[config.mk]
export PLATFORM = sky130hd
export DESIGN_NAME = command_frame_builder_core
export DESIGN_NICKNAME = d
export VERILOG_FILES = /design/src/rtl/core/cfb_pkg.sv /design/src/rtl/core/cfb_front.sv /design/src/rtl/core/cfb_queue.sv /design/src/rtl/core/cfb_back.sv /design/src/rtl/core/command_frame_builder_core.sv
export SDC_FILE = /design/constraint.sdc
export NUM_CORES = 1
export LEC_CHECK = 0
export BUFFER_PORTS_ARGS = -buffer_cell sky130_fd_sc_hd__buf_2
export CORE_ASPECT_RATIO = 0.9
export CORE_MARGIN = 2
export CORE_UTILIZATION = 33
export DETAILED_ROUTE_END_ITERATION = 8
export PLACE_DENSITY = 0.52
export SLEW_MARGIN = 25
export SYNTH_ARGS = -nofsm -noshare
export SYNTH_HDL_FRONTEND = slang
export SYNTH_SLANG_ARGS = --single-unit
[constraint.sdc]
create_clock -name clk -period 5.1 [get_ports clk]
set_input_delay 0.765 -clock clk [delete_from_list [all_inputs] [get_ports clk]]
set_output_delay 0.765 -clock clk [all_outputs]
set_load 0.01 [all_outputs]
[src/rtl/core/cfb_pkg.sv]
// Shared types and constants for the command frame builder.
`default_nettype none

package cfb_pkg;

	// configuration port
	localparam int unsigned CFG_IDX_W  = 2;
	localparam int unsigned CFG_DATA_W = 16;
	localparam logic [15:0] MAX_PAYLOAD_RST = 16'd1024;

	// command queue between front and back
	localparam int unsigned QUEUE_DEPTH = 2;
	localparam int unsigned QPTR_W      = $clog2(QUEUE_DEPTH);
	localparam int unsigned QCNT_W      = $clog2(QUEUE_DEPTH + 1);

	// request types
	localparam logic REQ_START = 1'b0;
	localparam logic REQ_DATA  = 1'b1;

	// configuration register indexes
	typedef enum logic [CFG_IDX_W-1:0] {
		REG_HEAD_BYTE    = 2'd0,
		REG_LONG_VERSION = 2'd1,
		REG_MAX_PAYLOAD  = 2'd2
	} cfg_reg_t;

	// configuration seen by the front
	typedef struct packed {
		logic [7:0]  long_version;
		logic [15:0] max_payload;
	} cfg_t;

	// one queued command: a frame start or a payload byte
	typedef struct packed {
		logic        is_start;
		logic        err;       // start rejected, length over maximum
		logic        is_long;   // two-byte length and index
		logic        closes;    // start with empty payload, or final payload byte
		logic [7:0]  version;
		logic [15:0] len;
		logic [7:0]  src;
		logic [7:0]  tgt;
		logic [7:0]  cmd;
		logic [15:0] idx;
		logic [7:0]  data;
	} cmd_t;

	// byte being emitted by the back end; PH_FIRST means take a fresh command
	typedef enum logic [3:0] {
		PH_FIRST,
		PH_HEAD,
		PH_VER,
		PH_LENL,
		PH_LENH,
		PH_SRC,
		PH_TGT,
		PH_CMD,
		PH_IDXL,
		PH_IDXH,
		PH_DATA,
		PH_CKL,
		PH_CKH,
		PH_ERR
	} phase_t;

endpackage

`default_nettype wire

[src/rtl/core/cfb_front.sv]
// Front end: accepts input words, tracks the open frame and queues commands.
`default_nettype none

module cfb_front (
	input  wire logic          clk,
	input  wire logic          arst_n,
	input  wire cfb_pkg::cfg_t cfg,
	input  wire logic          in_valid,
	output logic               in_ready,
	input  wire logic          req_type,
	input  wire logic [7:0]    version,
	input  wire logic [15:0]   payload_len,
	input  wire logic [7:0]    source_id,
	input  wire logic [7:0]    target_id,
	input  wire logic [7:0]    command,
	input  wire logic [15:0]   data_index,
	input  wire logic [7:0]    data_byte,
	output logic               push,
	output cfb_pkg::cmd_t      push_cmd,
	input  wire logic          q_ready
);
	import cfb_pkg::*;

	logic        open_q;
	logic [15:0] left_q;
	logic        accept;
	logic        too_long;

	assign in_ready = q_ready;
	assign accept   = in_valid && in_ready;
	assign too_long = payload_len > cfg.max_payload;

	// queue starts always, payload words only inside an open frame
	assign push = accept && ((req_type == REQ_START) || open_q);

	// build the command
	always_comb begin
		push_cmd          = '0;
		push_cmd.is_start = (req_type == REQ_START);
		push_cmd.err      = too_long;
		push_cmd.is_long  = (version == cfg.long_version);
		push_cmd.closes   = (req_type == REQ_START) ? (payload_len == 16'd0)
		                                            : (left_q == 16'd1);
		push_cmd.version  = version;
		push_cmd.len      = payload_len;
		push_cmd.src      = source_id;
		push_cmd.tgt      = target_id;
		push_cmd.cmd      = command;
		push_cmd.idx      = data_index;
		push_cmd.data     = data_byte;
	end

	// track frame state
	always_ff @(posedge clk or negedge arst_n) begin
		if (!arst_n) begin
			open_q <= 1'b0;
			left_q <= 16'd0;
		end else if (accept) begin
			if (req_type == REQ_START) begin
				open_q <= !too_long && (payload_len != 16'd0);
				left_q <= too_long ? 16'd0 : payload_len;
			end else if (open_q) begin
				open_q <= (left_q != 16'd1);
				left_q <= left_q - 16'd1;
			end
		end
	end

endmodule

`default_nettype wire

[src/rtl/core/cfb_queue.sv]
// Short command queue decoupling front and back ends.
`default_nettype none

module cfb_queue (
	input  wire logic          clk,
	input  wire logic          arst_n,
	input  wire logic          push,
	input  wire cfb_pkg::cmd_t push_cmd,
	output logic               q_ready,
	output logic               q_valid,
	output cfb_pkg::cmd_t      q_cmd,
	input  wire logic          pop
);
	import cfb_pkg::*;

	cmd_t              mem_q [QUEUE_DEPTH];
	logic [QPTR_W-1:0] wr_q;
	logic [QPTR_W-1:0] rd_q;
	logic [QCNT_W-1:0] count_q;

	assign q_ready = (count_q != QCNT_W'(QUEUE_DEPTH));
	assign q_valid = (count_q != '0);
	assign q_cmd   = mem_q[rd_q];

	// store entries
	always_ff @(posedge clk) begin
		if (push) begin
			mem_q[wr_q] <= push_cmd;
		end
	end

	// advance pointers and fill count
	always_ff @(posedge clk or negedge arst_n) begin
		if (!arst_n) begin
			wr_q    <= '0;
			rd_q    <= '0;
			count_q <= '0;
		end else begin
			if (push) begin
				wr_q <= (wr_q == QPTR_W'(QUEUE_DEPTH - 1)) ? '0 : wr_q + 1'b1;
			end
			if (pop) begin
				rd_q <= (rd_q == QPTR_W'(QUEUE_DEPTH - 1)) ? '0 : rd_q + 1'b1;
			end
			if (push && !pop) begin
				count_q <= count_q + 1'b1;
			end else if (pop && !push) begin
				count_q <= count_q - 1'b1;
			end
		end
	end

`ifndef SYNTH
	a_count_bound: assert property (@(posedge clk) disable iff (!arst_n)
		count_q <= QCNT_W'(QUEUE_DEPTH))
		else $error("queue count beyond depth");

	a_count_inc: assert property (@(posedge clk) disable iff (!arst_n)
		(push && !pop) |=> (count_q == $past(count_q) + 1'b1))
		else $error("queue count did not follow a push");
`endif

endmodule

`default_nettype wire

[src/rtl/core/cfb_back.sv]
// Back end: serialises queued commands into frame bytes with checksum.
`default_nettype none

module cfb_back (
	input  wire logic          clk,
	input  wire logic          arst_n,
	input  wire logic [7:0]    head_byte,
	input  wire logic          q_valid,
	input  wire cfb_pkg::cmd_t q_cmd,
	output logic               pop,
	output logic               out_valid,
	input  wire logic          out_ready,
	output logic [7:0]         out_byte,
	output logic               last,
	output logic               error
);
	import cfb_pkg::*;

	phase_t      phase_q;
	phase_t      phase_d;
	phase_t      kind;
	phase_t      after;
	logic [15:0] sum_q;
	logic [15:0] chk;
	logic        fire;
	logic        summed;
	logic [7:0]  byte_d;
	logic        out_valid_q;
	logic [7:0]  byte_q;
	logic        last_q;
	logic        err_q;

	assign out_valid = out_valid_q;
	assign out_byte  = byte_q;
	assign last      = last_q;
	assign error     = err_q;
	assign chk       = ~sum_q;
	assign fire      = q_valid && (!out_valid_q || out_ready);

	// hold the phase register
	always_ff @(posedge clk or negedge arst_n) begin
		if (!arst_n) begin
			phase_q <= PH_FIRST;
		end else begin
			phase_q <= phase_d;
		end
	end

	// pick the current byte and the one after it
	always_comb begin
		if (phase_q != PH_FIRST) begin
			kind = phase_q;
		end else if (!q_cmd.is_start) begin
			kind = PH_DATA;
		end else if (q_cmd.err) begin
			kind = PH_ERR;
		end else begin
			kind = PH_HEAD;
		end

		case (kind)
			PH_HEAD: after = PH_VER;
			PH_VER:  after = PH_LENL;
			PH_LENL: after = q_cmd.is_long ? PH_LENH : PH_SRC;
			PH_LENH: after = PH_SRC;
			PH_SRC:  after = PH_TGT;
			PH_TGT:  after = PH_CMD;
			PH_CMD:  after = PH_IDXL;
			PH_IDXL: after = q_cmd.is_long ? PH_IDXH
			                               : (q_cmd.closes ? PH_CKL : PH_FIRST);
			PH_IDXH: after = q_cmd.closes ? PH_CKL : PH_FIRST;
			PH_DATA: after = q_cmd.closes ? PH_CKL : PH_FIRST;
			PH_CKL:  after = PH_CKH;
			default: after = PH_FIRST;
		endcase

		summed = 1'b0;
		case (kind)
			PH_HEAD: byte_d = head_byte;
			PH_VER:  byte_d = q_cmd.version;
			PH_LENL: begin byte_d = q_cmd.len[7:0];  summed = 1'b1; end
			PH_LENH: begin byte_d = q_cmd.len[15:8]; summed = 1'b1; end
			PH_SRC:  begin byte_d = q_cmd.src;       summed = 1'b1; end
			PH_TGT:  begin byte_d = q_cmd.tgt;       summed = 1'b1; end
			PH_CMD:  begin byte_d = q_cmd.cmd;       summed = 1'b1; end
			PH_IDXL: begin byte_d = q_cmd.idx[7:0];  summed = 1'b1; end
			PH_IDXH: begin byte_d = q_cmd.idx[15:8]; summed = 1'b1; end
			PH_DATA: begin byte_d = q_cmd.data;      summed = 1'b1; end
			PH_CKL:  byte_d = chk[7:0];
			PH_CKH:  byte_d = chk[15:8];
			default: byte_d = 8'd0;
		endcase

		phase_d = phase_q;
		pop     = 1'b0;
		if (fire) begin
			phase_d = after;
			pop     = (after == PH_FIRST);
		end
	end

	// keep the running sum; a frame head clears it
	always_ff @(posedge clk or negedge arst_n) begin
		if (!arst_n) begin
			sum_q <= 16'd0;
		end else if (fire) begin
			if (kind == PH_HEAD) begin
				sum_q <= 16'd0;
			end else if (summed) begin
				sum_q <= sum_q + {8'd0, byte_d};
			end
		end
	end

	// output register: load when empty or being drained
	always_ff @(posedge clk or negedge arst_n) begin
		if (!arst_n) begin
			out_valid_q <= 1'b0;
		end else if (fire) begin
			out_valid_q <= 1'b1;
		end else if (out_ready) begin
			out_valid_q <= 1'b0;
		end
	end

	always_ff @(posedge clk) begin
		if (fire) begin
			byte_q <= byte_d;
			last_q <= (kind == PH_CKH) || (kind == PH_ERR);
			err_q  <= (kind == PH_ERR);
		end
	end

`ifndef SYNTH
	a_mid_frame_entry: assert property (@(posedge clk) disable iff (!arst_n)
		(phase_q != PH_FIRST) |-> q_valid)
		else $error("command left the queue in the middle of its bytes");

	a_err_is_last: assert property (@(posedge clk) disable iff (!arst_n)
		(out_valid_q && err_q) |-> (last_q && (byte_q == 8'd0)))
		else $error("error word without last or with non-zero byte");
`endif

endmodule

`default_nettype wire

[src/rtl/core/command_frame_builder_core.sv]
// Top level of the command frame builder: configuration registers and wiring.
//
// Usage:
//   Input channel (in_valid/in_ready) takes one word per request. req_type 0
//   starts a frame from the header fields; req_type 1 carries one payload byte.
//   Payload words that arrive with no frame open are taken and dropped.
//   Output channel (out_valid/out_ready) gives one frame byte per word, with
//   last on the checksum high byte and last plus error on a rejected start.
//   Configuration channel (cfg_valid/cfg_ready, cfg_index, cfg_data) is always
//   ready; write it only while no frame bytes are pending.
// Timing:
//   A taken word goes through the command queue and the back end's output
//   register, in that order, before its first byte appears. A rejected start
//   yields one byte; any other start yields 7 to 11 bytes at one per cycle
//   while out_ready holds; a payload word yields one byte, or three on the
//   final one. Sustained rate is one output byte per cycle while out_ready
//   holds, set by the single output register of the back end; payload words
//   therefore stream at one per cycle. A two-entry command queue lets the
//   input side keep accepting while the back end works through a header.
// Reset and stall:
//   arst_n clears the queue, frame state, output valid and configuration
//   (head byte 0, long version 0, maximum payload 1024). A stalled receiver
//   holds the output word; the queue fills and then in_ready drops.
`default_nettype none

module command_frame_builder_core (
	input  wire logic                            clk,
	input  wire logic                            arst_n,
	input  wire logic                            cfg_valid,
	output logic                                 cfg_ready,
	input  wire logic [cfb_pkg::CFG_IDX_W-1:0]   cfg_index,
	input  wire logic [cfb_pkg::CFG_DATA_W-1:0]  cfg_data,
	input  wire logic                            in_valid,
	output logic                                 in_ready,
	input  wire logic                            req_type,
	input  wire logic [7:0]                      version,
	input  wire logic [15:0]                     payload_len,
	input  wire logic [7:0]                      source_id,
	input  wire logic [7:0]                      target_id,
	input  wire logic [7:0]                      command,
	input  wire logic [15:0]                     data_index,
	input  wire logic [7:0]                      data_byte,
	output logic                                 out_valid,
	input  wire logic                            out_ready,
	output logic [7:0]                           out_byte,
	output logic                                 last,
	output logic                                 error
);
	import cfb_pkg::*;

	logic [7:0]  head_q;
	logic [7:0]  long_q;
	logic [15:0] max_q;
	cfg_t        cfg;
	logic        push;
	cmd_t        push_cmd;
	logic        q_ready;
	logic        q_valid;
	cmd_t        q_cmd;
	logic        pop;

	assign cfg_ready        = 1'b1;
	assign cfg.long_version = long_q;
	assign cfg.max_payload  = max_q;

	// configuration registers
	always_ff @(posedge clk or negedge arst_n) begin
		if (!arst_n) begin
			head_q <= 8'd0;
			long_q <= 8'd0;
			max_q  <= MAX_PAYLOAD_RST;
		end else if (cfg_valid && cfg_ready) begin
			case (cfg_reg_t'(cfg_index))
				REG_HEAD_BYTE:    head_q <= cfg_data[7:0];
				REG_LONG_VERSION: long_q <= cfg_data[7:0];
				REG_MAX_PAYLOAD:  max_q  <= cfg_data[15:0];
				default: ;
			endcase
		end
	end

	cfb_front u_front (
		.clk         (clk),
		.arst_n      (arst_n),
		.cfg         (cfg),
		.in_valid    (in_valid),
		.in_ready    (in_ready),
		.req_type    (req_type),
		.version     (version),
		.payload_len (payload_len),
		.source_id   (source_id),
		.target_id   (target_id),
		.command     (command),
		.data_index  (data_index),
		.data_byte   (data_byte),
		.push        (push),
		.push_cmd    (push_cmd),
		.q_ready     (q_ready)
	);

	cfb_queue u_queue (
		.clk      (clk),
		.arst_n   (arst_n),
		.push     (push),
		.push_cmd (push_cmd),
		.q_ready  (q_ready),
		.q_valid  (q_valid),
		.q_cmd    (q_cmd),
		.pop      (pop)
	);

	cfb_back u_back (
		.clk       (clk),
		.arst_n    (arst_n),
		.head_byte (head_q),
		.q_valid   (q_valid),
		.q_cmd     (q_cmd),
		.pop       (pop),
		.out_valid (out_valid),
		.out_ready (out_ready),
		.out_byte  (out_byte),
		.last      (last),
		.error     (error)
	);

endmodule

`default_nettype wire

==> impl_metrics.yaml, run 1 <==
run_status:
  outcome: "finished, final reports clean"
yosys:
  netlist_top_cells_area: "edfxtp_1 (46%), dfrtp_1 (17%), mux2_2 (4.3%)"
  synth_top_cell_by_area: "edfxtp_1"
  syn_area_per_cell_um2: 13.0
  synth_edf_count: 162
  synthesis.nets: 944
  yosys_warnings: 0
  synth_cells: 820
  synthTopCellsByCount: "edfxtp_1 (162), dfrtp_1 (73), nand2_1 (55)"
  syn_area_um2: 10700
  synthFlopType: "edfxtp_1"
  synth_async_sr_flop_share: 0.314
  ys_types: 64
  ys_ff_latch: 236
  yosys.cell_count.top_type: "edfxtp_1"
  synth_top_cell_area_share: 0.456
  synth-seq-area-share: 0.630
setup_path:
  required_ns: 5.49
  end_kind: "flip-flop"
  critPathArrivalTime_ns: 4.72
  r2r_slack_ns: 0.77
  worstRegToRegCells: 13
  start_kind: "flip-flop"
  startpoint: "u_back.phase_q[1]"
  critPathKind: "reg -> reg"
  path_max_fanout: 21
  r2r-start: "u_back.phase_q[1]"
  r2r-end: "u_back.sum_q[14]"
layout:
  final_nets: 1060
  fill_cells: 3019
  seq_area_um2: 6720
  stdcell_count: 1374
  area_delta_synth_final_pct: 18.8
  drive_above_1_share: 0.222
  multiInputGateArea_um2: 3720
die:
  dieArea_um2: 33800
  row_count: 62
  core_um2: 31900
  die_h_um: 175
  start_util: 0.335
  io_pins: 109
  die_x_um: 194
clock_network:
  cts_setup_buffers: 0
  cts_hold_buf: 0
  cts_tree: "yes"
  numCtsBuffers: 27
  clk_latency_ns: 0.53
  cts_resized: 0
  clock_sinks: 236
  clk_path_buf_depth: 3
  cts-root-buf: "clkbuf_16"
  htreeDepth: 1
  clk_pin_slew_ns: 0.06
timing:
  setup_viol: 0
  hold_viol: 0
  relSlewSlack: 0.328
  finalCritPeriodShare: 0.850
  tns_ns: 0
  skew_ns: 0.0187
  drv_slew: 0
  rsz0062_at_grt: "false"
  clock.fmax_mhz: 231
  whs_ns: 0.231
  fin_crit_ns: 4.33
  tightest_slew_ns: 1.00
run:
  cap_violations: 0
detailed_routing:
  drt-pass1-iter-count: 5
  vias: 7048
  drt_wl_total_um: 27700
  drc_errors: 0
  antenna_left: 0
  drt_iter0_drc: 677
  avgViaCountPerCell: 5.13
  wl_per_cell_um: 20.2
worst_hold_path:
  hold_class: "in -> async"
global_routing:
  grt_overflow: 0
  grt_max_degree: 77
  grt_pass1_vias: 6914
  track_usage: 0.163
  grt_pass1_wl_um: 42500
  antenna_found_initial: 2
pwr:
  clkPwrFrac: 0.271
  power.density_nw_per_um2: 606
  power.leakage_nw: 4.83
  combPwrFrac: 0.346
  pwr-share-seq: 0.383
  switching_share: 0.355
  vdd_ir_drop_max_mv: 0.288
  p_switching_mw: 2.73
  internal_power_mw: 4.96
place:
  gp_congestion: 0.830
  io_buffers: 107
  dp_hpwl_um: 19900
  dp.cells: 1323
## per-layer routing
| metal | up-vias | global-route usage | wire length (um) |
|---|---|---|---|
| met4 | 0 | 0.0378 | 568 |
| met1 | 3430 | 0.247 | 13500 |
| met5 | - | 0 | 0 |
| met3 | 34 | 0.0305 | 1780 |
| met2 | 208 | 0.242 | 11900 |
| li1 | 3376 | - | - |
## layout by cell type (no fill, tap or decap), types with 5 or more instances in the layout
master     instances
bufinv_16          7
nand4_1            6
a222oi_1           5
mux2_2            41
o22ai_1           30
dfrtp_1           72
a22oi_1           23
mux2i_1           42
buf_4              7
o21ai_1           13
ha_1              27
clkbuf_16         27
o22a_1             6
nand2_1           55
nand3_1           20
o31ai_1            7
edfxtp_1         162
nor2b_1            8
xor2_1             6
nand2b_1           8
inv_1             27
buf_2            106
a211oi_1           7
a21oi_1           32
xnor2_1           20
nor4_1            15
nor3_1            23
nor2_1            46
clkbuf_1           6
o21ai_0           21
o211ai_1           5
## power by group through the flow
stage | clock network [mW] | logic (mW) | registers, mW
global route | 2.21 | 2.96 | 3.00
finish | 2.08 | 2.66 | 2.94
floorplan | 0 | 1.96 | 2.85
global placement | 0 | 2.64 | 2.97
CTS | 2.13 | 2.66 | 2.94
detailed placement | 0 | 2.65 | 2.97
## final cells by class
| type | count | share of cell area |
|---|---|---|
| clock buffers | 33 | 0.0551 |
| diodes | 2 | 0.000395 |
| well taps | 416 | 0.0411 |
| clock inverters | 16 | 0.0204 |
| inverters | 31 | 0.00918 |
| repair buffers | 116 | 0.0507 |
| multi-input cells | 524 | 0.293 |
| flip-flops and latches | 236 | 0.530 |
## registers in the layout, indices dropped and copies added (netlist names)
register          count
head_q                8
long_q                8
max_q                16
u_back.error          1
u_back.last           1
u_back.out_byte       8
u_back.out_valid      1
u_back.phase_q        4
u_back.sum_q         16
u_front.left_q       16
u_front.open_q        1
u_queue.count_q       2
u_queue.mem_q       152
u_queue.rd_q          1
u_queue.wr_q          1
## critical path, stage by stage, from the launching register on
cell and delay (ns):
dfrtp_1 0.72, nor2_1 0.24, and2_1 0.29, a221oi_1 0.32
a21oi_1 0.10, nor4_1 0.42, o211ai_1 0.26, fa_1 0.52
a21oi_1 0.25, o2111ai_1 0.21, o31ai_1 0.49, nor4_1 0.12
xnor2_1 0.20, nor2_1 0.06
## logic make-up (layout without fill, tap and decap cells)
kind of cell / count (synthesis) / in the layout / synth area share
compound gates: 175 / 175 / 0.109
xor+xnor: 26 / 26 / 0.0213
mux: 84 / 84 / 0.0837
fa+ha+maj: 28 / 28 / 0.0335
flops: 236 / 236 / 0.630
buf+inv: 60 / 196 / 0.0229
simple gates: 210 / 210 / 0.0998
other cells: 1 / 3 / 0.000352
## how the worst max path moves through the flow
stage                                endpoint  slack (ns)  cells past startpoint
final                        u_back.sum_q[14]        0.77                     13
after global routing         u_back.sum_q[14]        0.44                     13
after CTS                    u_back.sum_q[14]        0.84                     13
after detailed placement     u_back.sum_q[12]        0.89                     13
after global placement       u_back.sum_q[12]        0.96                     13
after floorplan           u_queue.mem_q[0][0]        1.17                      5
## per-stage QoR
step	cell area [um2]	power, mW	setup slack (ns)	util
final	12700	7.68	0.767	0.398
after global routing	12700	8.16	0.442	0.397
after CTS	12700	7.72	0.839	0.397
after detailed placement	11700	5.62	0.891	0.367
after global placement	11700	5.61	0.959	0.367
after floorplan	10700	4.81	1.17	-
Power figures use the tool's default switching activity.
==> inputs of run 2 (changes only) <==
--- a/config.mk
+++ b/config.mk
@@ -10,7 +10,7 @@
 export CORE_MARGIN = 2
 export CORE_UTILIZATION = 33
 export DETAILED_ROUTE_END_ITERATION = 8
-export PLACE_DENSITY = 0.52
+export PLACE_DENSITY = 0.51
 export SLEW_MARGIN = 25
 export SYNTH_ARGS = -nofsm -noshare
 export SYNTH_HDL_FRONTEND = slang
==> constraint.sdc (replaced) <==
create_clock -name clk -period 4.25 [get_ports clk]
set_input_delay 0.6375 -clock clk [delete_from_list [all_inputs] [get_ports clk]]
set_output_delay 0.6375 -clock clk [all_outputs]
set_load 0.01 [all_outputs]
==> impl_metrics.yaml, run 2 (synthesis results as in run 1) <==
timing:
  tns_ns: 0
  hold_viol: 0
  skew_ns: 0.00963
  finalCritPeriodShare: 0.909
  clock.fmax_mhz: 259
  relSlewSlack: 0.320
  fin_ws_ns: 0.387
  setup_viol: 0
  tightest_slew_ns: 1.01
  whs_ns: 0.149
  fin_crit_ns: 3.86
  rsz0062_at_grt: "false"
  drv_slew: 0
layout:
  largest_reg_flops: 152
  fill_cells: 3061
  top_register: "u_queue.mem_q"
  drive_above_1_share: 0.232
  final_cell_mix: "edfxtp_1 (162), buf_2 (106), dfrtp_1 (72), nand2_1 (55), nor2_1 (46)"
  design_area_um2: 12700
  final_nets: 1073
  area_delta_synth_final_pct: 19.1
  final_common_cell: "edfxtp_1"
pwr:
  vdd_ir_drop_max_mv: 0.404
  power.leakage_nw: 4.86
  power.density_nw_per_um2: 720
  finalPower_mw: 9.15
clock_network:
  clock_sinks: 236
  clk_latency_ns: 0.53
  clk_path_buf_depth: 3
  cts_hold_buf: 0
  htreeDepth: 1
  cts-root-buf: "clkbuf_16"
  clk_pin_slew_ns: 0.06
  numCtsBuffers: 26
  cts_tree: "yes"
detailed_routing:
  drc_errors: 0
  drt-pass1-iter-count: 5
  wl_per_cell_um: 20.4
  antenna_left: 0
  avgViaCountPerCell: 5.19
  drt_iter0_drc: 607
  drt_wl_total_um: 28200
  vias: 7195
setup_path:
  required_ns: 4.64
  critPathArrivalTime_ns: 4.25
  path_max_fanout: 12
  start_kind: "flip-flop"
  end_kind: "flip-flop"
  critPathKind: "reg -> reg"
global_routing:
  grtUsageMet2: 0.249
  grt_overflow: 0
  grt_pass1_vias: 7073
  use_met1: 0.248
  grt_max_degree: 51
  busiest_layer: "met2"
  track_usage: 0.165
  met3_usage: 0.0274
  grt_pass1_wl_um: 42800
  antenna_found_initial: 1
place:
  dpl_worst_slack_ns: 0.381
  io_buffers: 107
  place_area_um2: 11800
  dp_hpwl_um: 20700
  gp_congestion: 0.897
run:
  cap_violations: 0
die:
  die_h_um: 175
  io_pins: 109
  row_count: 62
  die_x_um: 194
  start_util: 0.335
  dieArea_um2: 33800
  core_um2: 31900
worst_hold_path:
  hold_class: "in -> async"
run_status:
  outcome: "finished, final reports clean"
==> run 2: metrics by stage <==
step	util	instances
5_1_grt	0.398	1385
3_5_place_dp	0.370	1337
6_report	0.399	1386
3_3_place_gp	0.370	1337
2_1_floorplan	-	820
4_1_cts	0.398	1385
==> run 2: repair_timing <==
action / CTS / global route
endpoints found under the setup margin: 0 / 4
resized for setup: 0 / 1
buffers inserted: 0 / 0
==> run 2: final cells by class <==
cell class | count | area (um2) | share of cell area
Inverter | 31 | 116 | 0.00916
Timing Repair Buffer | 130 | 736 | 0.0579
Clock buffer | 40 | 774 | 0.0610
Sequential cell | 236 | 6720 | 0.529
Antenna cell | 1 | 2.50 | 0.000197
Tap cell | 416 | 520 | 0.0410
Multi-Input combinational cell | 524 | 3720 | 0.293
Clock inverter | 8 | 114 | 0.00896
==> run 2: path summary, 6_finish.rpt <==
kind	startpoint	cells past startpoint	to	slack, ns
setup / recovery	u_back.phase_q[2]	14	u_back.sum_q[15]	0.39
hold / removal	arst_n	1	long_q[4]	0.15
setup reg to reg	u_back.phase_q[2]	14	u_back.sum_q[15]	0.39
hold reg to reg	max_q[9]	1	max_q[9]	0.50
max in group asynchronous	arst_n	2	u_back.sum_q[5]	3.24
min in group clk	target_id[4]	1	u_queue.mem_q[1][36]	0.30
==> run 2: report_power, final <==
group	switching [mW]	internal [mW]	total (mW)
clock network	0.893	1.43	2.32
registers	0.366	3.12	3.49
logic	2.03	1.31	3.34
total	3.29	5.86	9.15
==> run 2: worst max-delay path: stages (launching register included) <==
cell and delay, ns:
dfrtp_1 0.55, buf_4 0.23, nor2b_1 0.07, nand2_1 0.23
o22ai_1 0.15, or4_1 0.51, a21oi_1 0.32, o2111ai_1 0.22
ha_1 0.42, nor2_1 0.06, o21ai_0 0.20, a31oi_1 0.19
nor4_1 0.37, xnor2_1 0.16, nor2_1 0.05
==> run 2: layer usage <==
| metal | share of wire | routed length (um) | vias up |
|---|---|---|---|
| li1 | - | - | 3405 |
| met1 | 0.50 | 14000 | 3555 |
| met2 | 0.44 | 12300 | 198 |
| met3 | 0.050 | 1400 | 37 |
| met4 | 0.018 | 521 | 0 |
| met5 | 0 | 0 | - |
